File: src/sv/rle_pkg.sv
// Shared types, codes and helpers for the Raft leader election node.
// Used by rle_div and raft_leader_election_node_top. No dependencies.
`timescale 1ns / 1ps

package rle_pkg;

  localparam int DEF_MAX_NODES = 8;
  localparam int DEF_TERM_BITS = 32;
  localparam int MAX_RESULTS   = 7;
  localparam int DIV_W         = 16;   // LFSR / timeout width
  localparam int SZ_W          = 5;    // width for cluster size math

  typedef enum logic [1:0] {
    ROLE_FOLLOWER  = 2'd0,
    ROLE_CANDIDATE = 2'd1,
    ROLE_LEADER    = 2'd2
  } role_t;

  typedef enum logic [1:0] {
    MSG_VOTE_REQ     = 2'd0,
    MSG_VOTE_REPLY   = 2'd1,
    MSG_APPEND       = 2'd2,
    MSG_APPEND_REPLY = 2'd3
  } msg_t;

  typedef enum logic [2:0] {
    REG_NODE_ID      = 3'd0,
    REG_CLUSTER_SIZE = 3'd1,
    REG_HEARTBEAT_MS = 3'd2,
    REG_TIMEOUT_MIN  = 3'd3,
    REG_TIMEOUT_SPAN = 3'd4,
    REG_RANDOM_SEED  = 3'd5,
    REG_NODE_ALIVE   = 3'd6
  } cfg_reg_t;

  localparam logic OP_TICK = 1'b0;
  localparam logic OP_MSG  = 1'b1;

  localparam logic [2:0]       RST_NODE_ID      = 3'd0;
  localparam logic [3:0]       RST_CLUSTER_SIZE = 4'd3;
  localparam logic [DIV_W-1:0] RST_HEARTBEAT_MS = 16'd50;
  localparam logic [DIV_W-1:0] RST_TIMEOUT_MIN  = 16'd150;
  localparam logic [DIV_W-1:0] RST_TIMEOUT_SPAN = 16'd150;
  localparam logic [DIV_W-1:0] RST_RANDOM_SEED  = 16'd1;

  localparam logic [DIV_W-1:0] LFSR_TAPS = 16'hB400;

  // One Galois step; zero is replaced by one.
  function automatic logic [DIV_W-1:0] lfsr_adv(input logic [DIV_W-1:0] v);
    logic [DIV_W-1:0] n;
    n = {1'b0, v[DIV_W-1:1]};
    if (v[0]) n = n ^ LFSR_TAPS;
    if (n == '0) n = DIV_W'(1);
    return n;
  endfunction

endpackage

File: src/sv/raft_leader_election_node_top.sv
// Raft leader election node. An accepted item is decided in S_EXEC; an item that draws a
// new election timeout then waits in S_DIV for the bit-serial modulo unit. Results follow
// one per free output cycle; the broadcast walk also spends a step on own id, one where a
// broadcast is followed by a second, and one before idle. in_ready and cfg_ready only while
// idle.
// Reset (rst, synchronous): follower, term 0, no vote, registers at defaults.
`timescale 1ns / 1ps

module raft_leader_election_node_top #(
  parameter int MAX_NODES = rle_pkg::DEF_MAX_NODES,
  parameter int TERM_BITS = rle_pkg::DEF_TERM_BITS
) (
  input  logic        clk,
  input  logic        rst,
  // item input
  input  logic        in_valid,
  output logic        in_ready,
  input  logic        operation,
  input  logic [1:0]  msg_type,
  input  logic [31:0] msg_term,
  input  logic [2:0]  msg_from,
  input  logic [2:0]  msg_candidate,
  input  logic        msg_flag,
  // result output
  output logic        out_valid,
  input  logic        out_ready,
  output logic [1:0]  out_type,
  output logic [2:0]  out_to,
  output logic [31:0] out_term,
  output logic [2:0]  out_candidate,
  output logic        out_flag,
  output logic        last,
  output logic [1:0]  role,
  // register writes
  input  logic        cfg_valid,
  output logic        cfg_ready,
  input  logic [2:0]  cfg_index,
  input  logic [15:0] cfg_data
);
  import rle_pkg::*;

  localparam int IDX_W = $clog2(MAX_NODES + 1);

  typedef enum logic [3:0] {
    S_IDLE = 4'b0001,
    S_EXEC = 4'b0010,
    S_DIV  = 4'b0100,
    S_EMIT = 4'b1000
  } state_t;

  state_t state;

  // configuration registers
  logic [2:0]       node_id;
  logic [3:0]       cluster_size;
  logic [DIV_W-1:0] heartbeat_ms;
  logic [DIV_W-1:0] timeout_min;
  logic [DIV_W-1:0] timeout_span;
  logic             node_alive;

  // node state
  role_t            node_role;
  logic [TERM_BITS-1:0] current_term;
  logic             vote_valid;
  logic [2:0]       vote_id;
  logic [3:0]       votes_counted;
  logic [DIV_W-1:0] elapsed_ticks;
  logic [DIV_W:0]   election_timeout;
  logic [DIV_W-1:0] lfsr;

  // captured item
  logic                 m_op;
  msg_t                 m_type;
  logic [TERM_BITS-1:0] m_term;
  logic [2:0]           m_from;
  logic [2:0]           m_cand;
  logic                 m_flag;

  // emit plan
  logic       plan_req;
  logic       plan_app;
  msg_t       rep_type;
  logic       rep_flag;
  logic [2:0] total;
  logic [2:0] emitted;
  logic [IDX_W-1:0] idx;

  // modulo unit
  logic             div_start;
  logic             div_done;
  logic [DIV_W-1:0] div_rem;

  // cluster size arithmetic
  logic [SZ_W-1:0] size_raw;
  logic [SZ_W-1:0] eff_size;
  logic [SZ_W-1:0] half_size;
  logic [SZ_W-1:0] node5;
  logic [SZ_W-1:0] idx5;
  logic            own_in;
  logic            known;
  logic [SZ_W:0]   n_bcast;

  always_comb begin
    size_raw = {1'b0, cluster_size};
    if (size_raw == '0) eff_size = SZ_W'(1);
    else if (size_raw > SZ_W'(MAX_NODES)) eff_size = SZ_W'(MAX_NODES);
    else eff_size = size_raw;
    half_size = eff_size >> 1;
    node5     = SZ_W'(node_id);
    idx5      = SZ_W'(idx);
    own_in    = (node5 < eff_size);
    known     = (SZ_W'(m_from) < eff_size);
    n_bcast   = (SZ_W+1)'(eff_size) - (SZ_W+1)'(own_in);
  end

  // decide: next state of the node for the captured item
  role_t                x_role;
  logic [TERM_BITS-1:0] x_term;
  logic                 x_vv;
  logic [2:0]           x_vid;
  logic [3:0]           x_votes;
  logic [DIV_W-1:0]     x_elapsed;
  logic [1:0]           x_draws;
  logic                 x_req;
  logic                 x_app;
  logic                 x_reply;
  msg_t                 x_rtype;
  logic                 x_rflag;
  logic [DIV_W-1:0]     x_lfsr;
  logic [SZ_W+1:0]      x_count;
  logic [2:0]           x_total;

  logic [DIV_W-1:0]     elapsed_inc;
  logic [DIV_W-1:0]     lim;
  logic [TERM_BITS-1:0] term_inc;
  logic [3:0]           votes_inc;
  logic                 higher;
  logic                 same;
  logic                 ge;
  role_t                role1;
  logic                 vv1;
  logic [2:0]           vid1;

  always_comb begin
    elapsed_inc = (elapsed_ticks != '1) ? elapsed_ticks + DIV_W'(1) : elapsed_ticks;
    lim         = election_timeout[DIV_W] ? '1 : election_timeout[DIV_W-1:0];
    term_inc    = (current_term != '1) ? current_term + TERM_BITS'(1) : current_term;
    votes_inc   = (votes_counted != 4'hF) ? votes_counted + 4'd1 : votes_counted;
    higher      = (m_term > current_term);
    same        = (m_term == current_term);
    ge          = higher | same;
    role1       = higher ? ROLE_FOLLOWER : node_role;
    vv1         = higher ? 1'b0 : vote_valid;
    vid1        = higher ? 3'd0 : vote_id;

    x_role    = node_role;
    x_term    = current_term;
    x_vv      = vote_valid;
    x_vid     = vote_id;
    x_votes   = votes_counted;
    x_elapsed = elapsed_ticks;
    x_draws   = 2'd0;
    x_req     = 1'b0;
    x_app     = 1'b0;
    x_reply   = 1'b0;
    x_rtype   = MSG_VOTE_REPLY;
    x_rflag   = 1'b0;

    if (m_op == OP_TICK) begin
      if (node_role == ROLE_LEADER) begin
        if (elapsed_inc >= heartbeat_ms) begin
          x_app     = 1'b1;
          x_elapsed = '0;
        end else begin
          x_elapsed = elapsed_inc;
        end
      end else if (elapsed_inc >= lim) begin
        // timeout: new candidate, own vote counted
        x_role    = ROLE_CANDIDATE;
        x_term    = term_inc;
        x_vv      = 1'b1;
        x_vid     = node_id;
        x_votes   = 4'd1;
        x_draws   = 2'd1;
        x_elapsed = '0;
        x_req     = 1'b1;
        if (SZ_W'(1) > half_size) begin
          x_role = ROLE_LEADER;
          x_app  = 1'b1;
        end
      end else begin
        x_elapsed = elapsed_inc;
      end
    end else begin
      if (higher) begin
        x_role    = ROLE_FOLLOWER;
        x_term    = m_term;
        x_vv      = 1'b0;
        x_vid     = 3'd0;
        x_draws   = 2'd1;
        x_elapsed = '0;
      end
      unique case (m_type)
        MSG_VOTE_REQ: begin
          if (ge && (!vv1 || vid1 == m_cand)) begin
            x_vv      = 1'b1;
            x_vid     = m_cand;
            x_draws   = x_draws + 2'd1;
            x_elapsed = '0;
            x_rflag   = 1'b1;
          end
          x_reply = known;
          x_rtype = MSG_VOTE_REPLY;
        end
        MSG_VOTE_REPLY: begin
          if (role1 == ROLE_CANDIDATE && same && m_flag) begin
            x_votes = votes_inc;
            if (SZ_W'(votes_inc) > half_size) begin
              x_role    = ROLE_LEADER;
              x_elapsed = '0;
              x_app     = 1'b1;
            end
          end
        end
        MSG_APPEND: begin
          if (ge) begin
            x_rflag = 1'b1;
            if (role1 == ROLE_CANDIDATE) x_role = ROLE_FOLLOWER;
            x_draws   = x_draws + 2'd1;
            x_elapsed = '0;
          end
          x_reply = known;
          x_rtype = MSG_APPEND_REPLY;
        end
        MSG_APPEND_REPLY: begin
          // only the term matters
        end
      endcase
    end

    unique case (x_draws)
      2'd0:    x_lfsr = lfsr;
      2'd1:    x_lfsr = lfsr_adv(lfsr);
      default: x_lfsr = lfsr_adv(lfsr_adv(lfsr));
    endcase

    x_count = (x_req ? (SZ_W+2)'(n_bcast) : '0) + (x_app ? (SZ_W+2)'(n_bcast) : '0)
              + (SZ_W+2)'(x_reply);
    x_total = (x_count > (SZ_W+2)'(MAX_RESULTS)) ? 3'(MAX_RESULTS) : x_count[2:0];
  end

  rle_div u_div (
    .clk      (clk),
    .rst      (rst),
    .start    (div_start),
    .dividend (lfsr),
    .divisor  ({1'b0, timeout_span} + (DIV_W+1)'(1)),
    .done     (div_done),
    .rem      (div_rem)
  );

  // a register write pending while idle goes ahead of the next item
  assign in_ready  = (state == S_IDLE) && !cfg_valid;
  assign cfg_ready = (state == S_IDLE);

  logic slot_free;
  assign slot_free = !out_valid || out_ready;

  always_ff @(posedge clk) begin
    if (rst) begin
      state            <= S_IDLE;
      node_id          <= RST_NODE_ID;
      cluster_size     <= RST_CLUSTER_SIZE;
      heartbeat_ms     <= RST_HEARTBEAT_MS;
      timeout_min      <= RST_TIMEOUT_MIN;
      timeout_span     <= RST_TIMEOUT_SPAN;
      node_alive       <= 1'b1;
      node_role        <= ROLE_FOLLOWER;
      current_term     <= '0;
      vote_valid       <= 1'b0;
      vote_id          <= 3'd0;
      votes_counted    <= 4'd0;
      elapsed_ticks    <= '0;
      election_timeout <= {1'b0, RST_TIMEOUT_MIN};
      lfsr             <= RST_RANDOM_SEED;
      plan_req         <= 1'b0;
      plan_app         <= 1'b0;
      total            <= 3'd0;
      emitted          <= 3'd0;
      idx              <= '0;
      div_start        <= 1'b0;
      out_valid        <= 1'b0;
    end else begin
      div_start <= 1'b0;
      if (out_valid && out_ready) out_valid <= 1'b0;

      unique case (state)
        S_IDLE: begin
          if (in_valid && in_ready) begin
            m_op   <= operation;
            m_type <= msg_t'(msg_type);
            m_term <= TERM_BITS'(msg_term);
            m_from <= msg_from;
            m_cand <= msg_candidate;
            m_flag <= msg_flag;
            // a dead node swallows the item
            if (node_alive) state <= S_EXEC;
          end
        end
        S_EXEC: begin
          node_role     <= x_role;
          current_term  <= x_term;
          vote_valid    <= x_vv;
          vote_id       <= x_vid;
          votes_counted <= x_votes;
          elapsed_ticks <= x_elapsed;
          lfsr          <= x_lfsr;
          plan_req      <= x_req;
          plan_app      <= x_app;
          rep_type      <= x_rtype;
          rep_flag      <= x_rflag;
          total         <= x_total;
          emitted       <= 3'd0;
          idx           <= '0;
          if (x_draws != 2'd0) begin
            div_start <= 1'b1;
            state     <= S_DIV;
          end else if (x_total != 3'd0) begin
            state <= S_EMIT;
          end else begin
            state <= S_IDLE;
          end
        end
        S_DIV: begin
          if (div_done) begin
            election_timeout <= {1'b0, timeout_min} + {1'b0, div_rem};
            state            <= (total != 3'd0) ? S_EMIT : S_IDLE;
          end
        end
        S_EMIT: begin
          if (slot_free) begin
            if (emitted == total) begin
              state <= S_IDLE;
            end else if (plan_req || plan_app) begin
              // walk ids below the cluster size, skipping our own
              if (idx5 == eff_size) begin
                if (plan_req) plan_req <= 1'b0;
                else plan_app <= 1'b0;
                idx <= '0;
              end else begin
                idx <= idx + IDX_W'(1);
                if (idx5 != node5) begin
                  out_valid     <= 1'b1;
                  out_type      <= plan_req ? MSG_VOTE_REQ : MSG_APPEND;
                  out_to        <= 3'(idx5);
                  out_term      <= 32'(current_term);
                  out_candidate <= plan_req ? node_id : 3'd0;
                  out_flag      <= 1'b0;
                  last          <= (emitted + 3'd1 == total);
                  role          <= node_role;
                  emitted       <= emitted + 3'd1;
                end
              end
            end else begin
              out_valid     <= 1'b1;
              out_type      <= rep_type;
              out_to        <= m_from;
              out_term      <= 32'(current_term);
              out_candidate <= 3'd0;
              out_flag      <= rep_flag;
              last          <= (emitted + 3'd1 == total);
              role          <= node_role;
              emitted       <= emitted + 3'd1;
            end
          end
        end
        default: state <= S_IDLE;
      endcase

      // register writes arrive only while idle
      if (cfg_valid && cfg_ready) begin
        unique case (cfg_index)
          REG_NODE_ID:      node_id      <= cfg_data[2:0];
          REG_CLUSTER_SIZE: cluster_size <= cfg_data[3:0];
          REG_HEARTBEAT_MS: heartbeat_ms <= cfg_data;
          REG_TIMEOUT_MIN: begin
            timeout_min      <= cfg_data;
            election_timeout <= {1'b0, cfg_data};
          end
          REG_TIMEOUT_SPAN: timeout_span <= cfg_data;
          REG_RANDOM_SEED:  lfsr <= (cfg_data != '0) ? cfg_data : DIV_W'(1);
          REG_NODE_ALIVE:   node_alive   <= cfg_data[0];
          default: ;
        endcase
      end
    end
  end

endmodule

File: src/sv/rle_div.sv
// Bit-serial restoring modulo unit: remainder of dividend by divisor.
// Depends on rle_pkg (DIV_W). One quotient bit per cycle.
`timescale 1ns / 1ps

module rle_div (
  input  logic                      clk,
  input  logic                      rst,
  input  logic                      start,
  input  logic [rle_pkg::DIV_W-1:0] dividend,
  input  logic [rle_pkg::DIV_W:0]   divisor,
  output logic                      done,
  output logic [rle_pkg::DIV_W-1:0] rem
);
  import rle_pkg::*;

  localparam int CNT_W = $clog2(DIV_W + 1);

  logic [DIV_W-1:0] acc;
  logic [DIV_W-1:0] dq;
  logic [CNT_W-1:0] cnt;
  logic [DIV_W:0]   trial;
  logic [DIV_W:0]   diff;
  logic             fits;

  // acc stays below divisor, so trial fits DIV_W+1 bits
  always_comb begin
    trial = {acc, dq[DIV_W-1]};
    fits  = (trial >= divisor);
    diff  = trial - divisor;
  end

  always_ff @(posedge clk) begin
    if (rst) begin
      cnt  <= '0;
      done <= 1'b0;
    end else begin
      done <= 1'b0;
      if (start) begin
        acc <= '0;
        dq  <= dividend;
        cnt <= CNT_W'(DIV_W);
      end else if (cnt != '0) begin
        acc <= fits ? diff[DIV_W-1:0] : trial[DIV_W-1:0];
        dq  <= {dq[DIV_W-2:0], 1'b0};
        cnt <= cnt - CNT_W'(1);
        if (cnt == CNT_W'(1)) done <= 1'b1;
      end
    end
  end

  assign rem = acc;

endmodule
File: config.mk
export PLATFORM = sky130hd
export DESIGN_NAME = raft_leader_election_node_top
export DESIGN_NICKNAME = d
export VERILOG_FILES = /design/src/sv/rle_pkg.sv /design/src/sv/raft_leader_election_node_top.sv /design/src/sv/rle_div.sv
export SDC_FILE = /design/constraint.sdc
export NUM_CORES = 1
export LEC_CHECK = 0
export BUFFER_PORTS_ARGS = -buffer_cell sky130_fd_sc_hd__buf_2
export CAP_MARGIN = 20
export CORE_MARGIN = 5
export CORE_UTILIZATION = 41
export DETAILED_ROUTE_END_ITERATION = 12
export GPL_TIMING_DRIVEN = 0
export PLACE_DENSITY = 0.67
export SETUP_SLACK_MARGIN = 0.5
export SLEW_MARGIN = 20
export SYNTH_ARGS = -nofsm -noshare
export SYNTH_HDL_FRONTEND = slang
export SYNTH_SLANG_ARGS = --single-unit
export TNS_END_PERCENT = 100
File: constraint.sdc
create_clock -name clk -period 12.5 [get_ports clk]
set_input_delay 0 -clock clk [delete_from_list [all_inputs] [get_ports clk]]
set_output_delay 0 -clock clk [all_outputs]
set_load 0.05 [all_outputs]
==> summary.txt, run 1 <==
Run status
  • Status: finished clean

Critical path
  • Critical path class: reg -> reg
  • Crit path arrival time: 7.24 ns
  • CP max stage delay: 0.46 ns
  • CP top delay family: simple AND/OR/NAND/NOR gates
  • CP Capture Type: flip-flop
  • Worst path required time: 12.93 ns
  • Sum of buffers and inverters on the critical path: 1
  • CP max stage cell: dfxtp_1
  • Critical-path maximum fanout: 10
  • Worst setup SP type: flip-flop

Place
  • Inst Count DP: about 2.5k
  • Hpwl dp: around 37 mm
  • Post-place setup slack: approximately 6 ns
  • Gpl congestion: 0.920
  • # port buffers: 109

Floorplan
  • Core area: 0.0408 mm2
  • FP Rows: 74
  • Die W: 213 um
  • Die height: 213 um
  • Die area: 0.0455 mm2
  • Num ports: 113
  • Starting Density: 0.415

Timing
  • Finish-stage setup viols: 0
  • Final worst setup slack: 5.69 ns
  • Final hold violations: 0
  • Setup TNS: 0 ns
  • Worst hold margin: ~0.067 ns
  • Fmax: ~0.15 GHz
  • Max Slew Vio Count: 0
  • Clock Skews: 0.0276 ns
  • Crit share post-route: 0.545
  • Max_slew headroom: 0.274
  • Least-Margin Pin Slew: approximately 1.1 ns
  • Final min period: 6.81 ns
  • RSZ-0062 raised after global routing: false

Global route
  • Number of global-route vias before repair: 14.7k
  • Largest net degree at the start of global routing: 27
  • GR Overflow Total: 0
  • GRT Util Overall: 0.217
  • Global-route wire length before repair: 79.1 mm
  • Initial antenna violation count: 0

Clock network
  • CTS tree: built
  • Total setup buffers inserted after CTS: 0
  • Skew-Pair Late Insertion Delay: 0.53 ns
  • Total clock buffers created by CTS: 34
  • CTS sink cnt: 291
  • Clock Tree Buf Depth: 3
  • Root Driver: clkbuf_16
  • Reg clk slew, reported paths: approximately 0.060 ns
  • Post-CTS sizing: 0
  • H-Tree Depth: 2
  • Cts hold-fix bufs: 64

Synth
  • Synth Cell Area: 0.0169 mm2
  • Post-synth EDFFs: 120
  • Most common flop cell mapped by yosys: dfxtp_1
  • Synth async-reset ratio: 0
  • Ranking of synthesized cells by area: edfxtp_1, dfxtp_1, ha_1, a21oi_1, nand2_1
  • Synth Warn #: 0
  • Flops & latches, synth: 291
  • Synth area leader: edfxtp_1
  • Synth top area share: 0.213
  • Seq/Total Area, Yosys: 0.415
  • Syn avg cell area: 8.97 um2
  • Synth unique cells: 101
  • Mapped Cells: between 1.5k and 2k

Final layout
  • Non-filler cells, final: ~2.7k
  • Layout cells sized above 1: 0.123
  • Final core utilization: 0.489
  • Layout area overhead: 17.9%
  • Nets: roughly 2.3k

Power
  • Combinational fraction of design power: 0.287
  • Maximum VDD drop: 0.0753 mV
  • Clock power frac: 0.320
  • Register share of total power: 0.392
  • Internal Pwr Total: ~2.0 mW
  • Cell area power density: 152 mW/mm2
  • Sw power: 0.985 mW
  • Leakage: approximately 7.6 nW
  • Switch share: 0.325

Route
  • Vias post-DR: 15.2k
  • Routed len/inst: 19.1 um
  • Drt first pass iters: 7
  • WL final: around 50 mm
  • DRT antenna net count: 0
  • Initial drt markers: 1443
  • Via density per instance: ~5.7
  • Residual DRC: 0

Flow run
  • Max-Cap Viols: 0

Min path
  • Hold WC Path Type: in -> reg
## cell usage after synthesis (all sizes together) (5+ instances only)
library cell,n
and3,25
a21o,20
o31ai,15
edfxtp,120
o41ai,14
nand3b,10
nand2b,9
nand3,58
nor3,54
or2,9
a31oi,21
nor2b,11
o211ai,17
a2111oi,7
xnor2,38
nand4,24
o21ai,80
dfxtp,171
clkbuf,64
nor4,18
nor3b,6
nand2,226
xor2,38
inv,92
a211o,6
and4,6
a211oi,20
o22ai,12
and2,16
a22o,10
mux2,22
a311oi,12
o21a,20
a221oi,5
mux2i,13
ha,125
nor2,202
a21oi,174
or3,17
buf,25
## worst register-to-register path, delay by kind of cell (launching register included)
| kind | cells | cell delay (ns) |
|---|---|---|
| adder cells (fa/ha/maj) | 3 | 1.16 |
| AND/OR/NAND/NOR | 13 | 2.92 |
| XOR/XNOR | 1 | 0.33 |
| AO/OA/AOI/OAI | 7 | 1.66 |
| buffers and inverters | 1 | 0.22 |
| flip-flops | 1 | 0.46 |
## stage by stage
step / area, um2 / power (mW)
2_1_floorplan: 16900 / 1.82
4_1_cts: 20000 / 3.03
5_1_grt: 20000 / 3.19
3_3_place_gp: 18100 / 2.01
6_report: 20000 / 3.03
3_5_place_dp: 18300 / 2.05
## area by class of cell
cell class	instances	area, um2
inverters	93	349
flip-flops and latches	291	7030
fillers	3770	20900
repair buffers	179	1260
clock buffers	44	940
diodes	1	2.50
plain buffers	89	384
multi-input cells	1415	9210
clock inverters	16	135
well taps	532	666
## sequential cells by signal, indices dropped and copies added, names as in the netlist, 4 cells and up
signal and flops:
cluster_size 4, current_term 32, elapsed_ticks 16, election_timeout 17
heartbeat_ms 16, idx 4, lfsr 16, m_term 32
out_term 32, state 4, timeout_min 16, timeout_span 16
u_div.cnt 5, u_div.dq 16, u_div.rem 16, votes_counted 4
## power by group through the flow
stage	combinational, mW	sequential (mW)	clock, mW
detailed placement	0.840	1.21	0
CTS	0.862	1.19	0.986
global placement	0.799	1.21	0
floorplan	0.643	1.18	0
global route	0.970	1.20	1.02
finish	0.871	1.19	0.970
## cell usage in the layout (no fill, tap or decap), drive strengths merged, types with 58 or more instances in the layout
| master | Yosys | final |
|---|---|---|
| nand3 | 58 | 58 |
| dfxtp | 171 | 171 |
| o21ai | 80 | 80 |
| ha | 125 | 125 |
| dlygate4sd3 | 0 | 64 |
| a21oi | 174 | 174 |
| edfxtp | 120 | 120 |
| nor2 | 202 | 202 |
| inv | 92 | 93 |
| clkbuf | 64 | 108 |
| buf | 25 | 140 |
| nand2 | 226 | 226 |
## kinds of logic after synthesis
kind of cell | count (synthesis) | synth area share
and+or+nand+nor | 700 | 0.198
other | 1 | 0.000221
buffers and inverters | 182 | 0.0433
AOI/OAI and AO/OA | 473 | 0.185
adders and majority gates | 129 | 0.0971
muxes | 35 | 0.0223
xor gates and xnor gates | 76 | 0.0393
DFF | 291 | 0.415
## worst paths after layout
check                    from              to  slack, ns  cells after the start
max          elapsed_ticks[3]        state[0]       5.69                     25
min              cfg_index[1]  timeout_min[2]       0.07                      3
min reg2reg  current_term[29]    out_term[29]       0.44                      0
max reg2reg  elapsed_ticks[3]        state[0]       5.69                     25
## metal layers
| metal | vias up | global-route usage | wire, um |
|---|---|---|---|
| li1 | 7261 | - | - |
| met1 | 7199 | 0.281 | 21500 |
| met2 | 596 | 0.365 | 23800 |
| met3 | 137 | 0.0314 | 3300 |
| met4 | 0 | 0.0893 | 2150 |
| met5 | - | 0 | 0 |
Note: power is estimated with default switching activity, not from simulation.
==> run 2, diff against run 1 <==
Settings changed: PLACE_DENSITY 0.67 to 0.69.
Clock period 12.5 ns to 6 ns, I/O delays scaled along.
==> run 2 against run 1 <==
  * Power increased by 110%
  * Final cell count is 0.71% higher
  * Wire length about the same
  * Clock skew fell by 0.0082 ns
  * Register-to-register slack got worse by 5.1 ns
  * Hold slack got worse by 0.019 ns
  * Highest routed layer unchanged
==> summary.txt, run 2 (same netlist as run 1, synthesis figures left out) <==
Power
  • Leakage: 7.79 nW
  • Cell area power density: between 300 and 400 mW/mm2
  • Sw power: a little over 2 mW
  • Maximum VDD drop: 0.161 mV
  • Internal Pwr Total: 4.29 mW
  • Clock power frac: 0.322
  • Switch share: 0.324
  • Register share of total power: 0.390
  • Combinational fraction of design power: 0.288

Route
  • Routed len/inst: 18.9 um
  • Initial drt markers: 1326
  • Residual DRC: 0
  • DRT antenna net count: 0
  • Vias post-DR: around 15k
  • Via density per instance: 5.70
  • WL final: 50.7 mm
  • Drt first pass iters: 6

Floorplan
  • Die area: 0.0455 mm2
  • FP Rows: 74
  • Die height: 213 um
  • Starting Density: 0.415
  • Core area: 0.0408 mm2
  • Num ports: between 100 and 150
  • Die W: 213 um

Critical path
  • R2r worst-path depth: 25
  • Critical-path maximum fanout: 4
  • Worst path required time: 6.43 ns
  • Worst setup SP type: flip-flop
  • CP Capture Type: flip-flop
  • Crit path arrival time: ~6 ns
  • Critical path class: reg -> reg

Global route
  • Global-route wire length before repair: 79.7 mm
  • Largest net degree at the start of global routing: 24
  • GR Overflow Total: 0
  • Initial antenna violation count: 0
  • GRT Util Overall: 0.218
  • Number of global-route vias before repair: 14.8k

Clock network
  • Root Driver: clkbuf_16
  • CTS sink cnt: 291
  • Reg clk slew, reported paths: 0.06 ns
  • H-Tree Depth: 2
  • CTS tree: built
  • Skew-Pair Late Insertion Delay: 0.52 ns
  • Clock Tree Buf Depth: 3
  • Total clock buffers created by CTS: 34

Timing
  • Finish-stage setup viols: 0
  • Max Slew Vio Count: 0
  • Max_slew headroom: 0.268
  • Final min period: roughly 5.5 ns
  • Fmax: 0.183 GHz
  • Final hold violations: 0
  • Least-Margin Pin Slew: about 1.1 ns
  • Final worst setup slack: 0.547 ns
  • Clock Skews: 0.0194 ns
  • Crit share post-route: 0.909
  • Setup TNS: 0 ns
  • RSZ-0062 raised after global routing: true
  • Worst hold margin: 0.0486 ns

Min path
  • Hold WC Path Type: in -> reg
  • Hold Crit Depth: 3

Final layout
  • Area occupied by multi-input gates: roughly 0.0094 mm2
  • ANT cells: 0
  • Filler cell count: 3718
  • Non-filler cells, final: approximately 2.7k
  • Commonest non-fill, non-tap cells in the layout: nand2_1, nor2_1, a21oi_1
  • Regs by FF count: current_term x32, m_term x32, out_term x32
  • Layout cells sized above 1: 0.142
  • Post-route cell area: 0.0203 mm2
  • Layout area overhead: 20.1%
  • Most common cell after layout, fill and taps aside: nand2_1
  • Nets: 2318
  • Sequential cell area: 0.00704 mm2

Place
  • Gpl congestion: 0.929
  • Post-place setup slack: -0.479 ns
  • Hpwl dp: 37.5 mm
  • Placed inst area: between 0.015 and 0.02 mm2
  • Inst Count DP: 2535
  • # port buffers: between 100 and 150

Flow run
  • Max-Cap Viols: 0

Run status
  • Status: finished clean
## run 2: cell count changes in the layout (fill, tap and decap cells not counted), moves of 3 or more
cell and change:
clkbuf_1 +5, buf_2 -3, buf_4 +19, dfxtp_1 -4, clkinv_1 -4, clkinv_2 -4
## run 2: timing repair
action | in CTS | in global routing
setup buffers | 10 | 9
hold buffers | 64 | 0
resized for setup | 26 | 19
pin swaps | 14 | 15
setup endpoints to repair | 5 | 4
hold endpoints to repair | 129 | 0
## run 2: layout make-up
type                            count  area share
Buffer                             89      0.0202
Clock inverter                     10     0.00572
Sequential cell                   291       0.346
Inverter                           93      0.0172
Tap cell                          532      0.0327
Timing Repair Buffer              199      0.0698
Clock buffer                       50      0.0475
Multi-Input combinational cell   1415       0.461
## run 2: per-stage QoR
step	util	total power [mW]
after floorplan	-	3.79
after global placement	0.445	4.18
after detailed placement	0.447	4.27
after CTS	0.494	6.36
after global routing	0.498	6.68
final	0.498	6.35
## run 2: worst max-delay path, cell delays in order (launching register included)
cell and delay [ns]:
dfxtp_2 0.32, buf_6 0.10, and4_4 0.21, nand4_1 0.22
nor2_2 0.25, and4_1 0.32, nand3_1 0.12, xor2_1 0.17
nand2_1 0.15, ha_1 0.22, a21o_1 0.16, a211o_1 0.32
a211oi_1 0.31, o21a_2 0.25, o22ai_2 0.11, o21ai_2 0.19
nor2_2 0.06, fa_2 0.41, fa_2 0.37, nand3b_1 0.16
o21ai_1 0.07, nand3_1 0.11, or2_4 0.27, nor3_4 0.19
a32oi_1 0.13, o211ai_1 0.18
## run 2: path summary, 6_finish.rpt
check                   end  slack (ns)             start
min          timeout_min[2]        0.05      cfg_index[1]
max                state[0]        0.55  elapsed_ticks[2]
max reg2reg        state[0]        0.55  elapsed_ticks[2]
min reg2reg    out_term[19]        0.43  current_term[19]
## run 2: routing by layer
| layer | wire length (um) | track usage | part of all wire | vias to the layer above |
|---|---|---|---|---|
| li1 | - | - | - | 7322 |
| met1 | 21800 | 0.286 | 0.43 | 7248 |
| met2 | 23200 | 0.357 | 0.46 | 560 |
| met3 | 3310 | 0.0347 | 0.065 | 152 |
| met4 | 2420 | 0.0969 | 0.048 | 0 |
| met5 | 0 | 0 | 0 | - |
## run 2: power groups by stage
stage               registers, mW  logic (mW)  clock network, mW
global route                 2.49        2.04               2.15
global placement             2.51        1.67                  0
detailed placement           2.52        1.75                  0
CTS                          2.47        1.81               2.08
finish                       2.48        1.83               2.04
floorplan                    2.45        1.34                  0
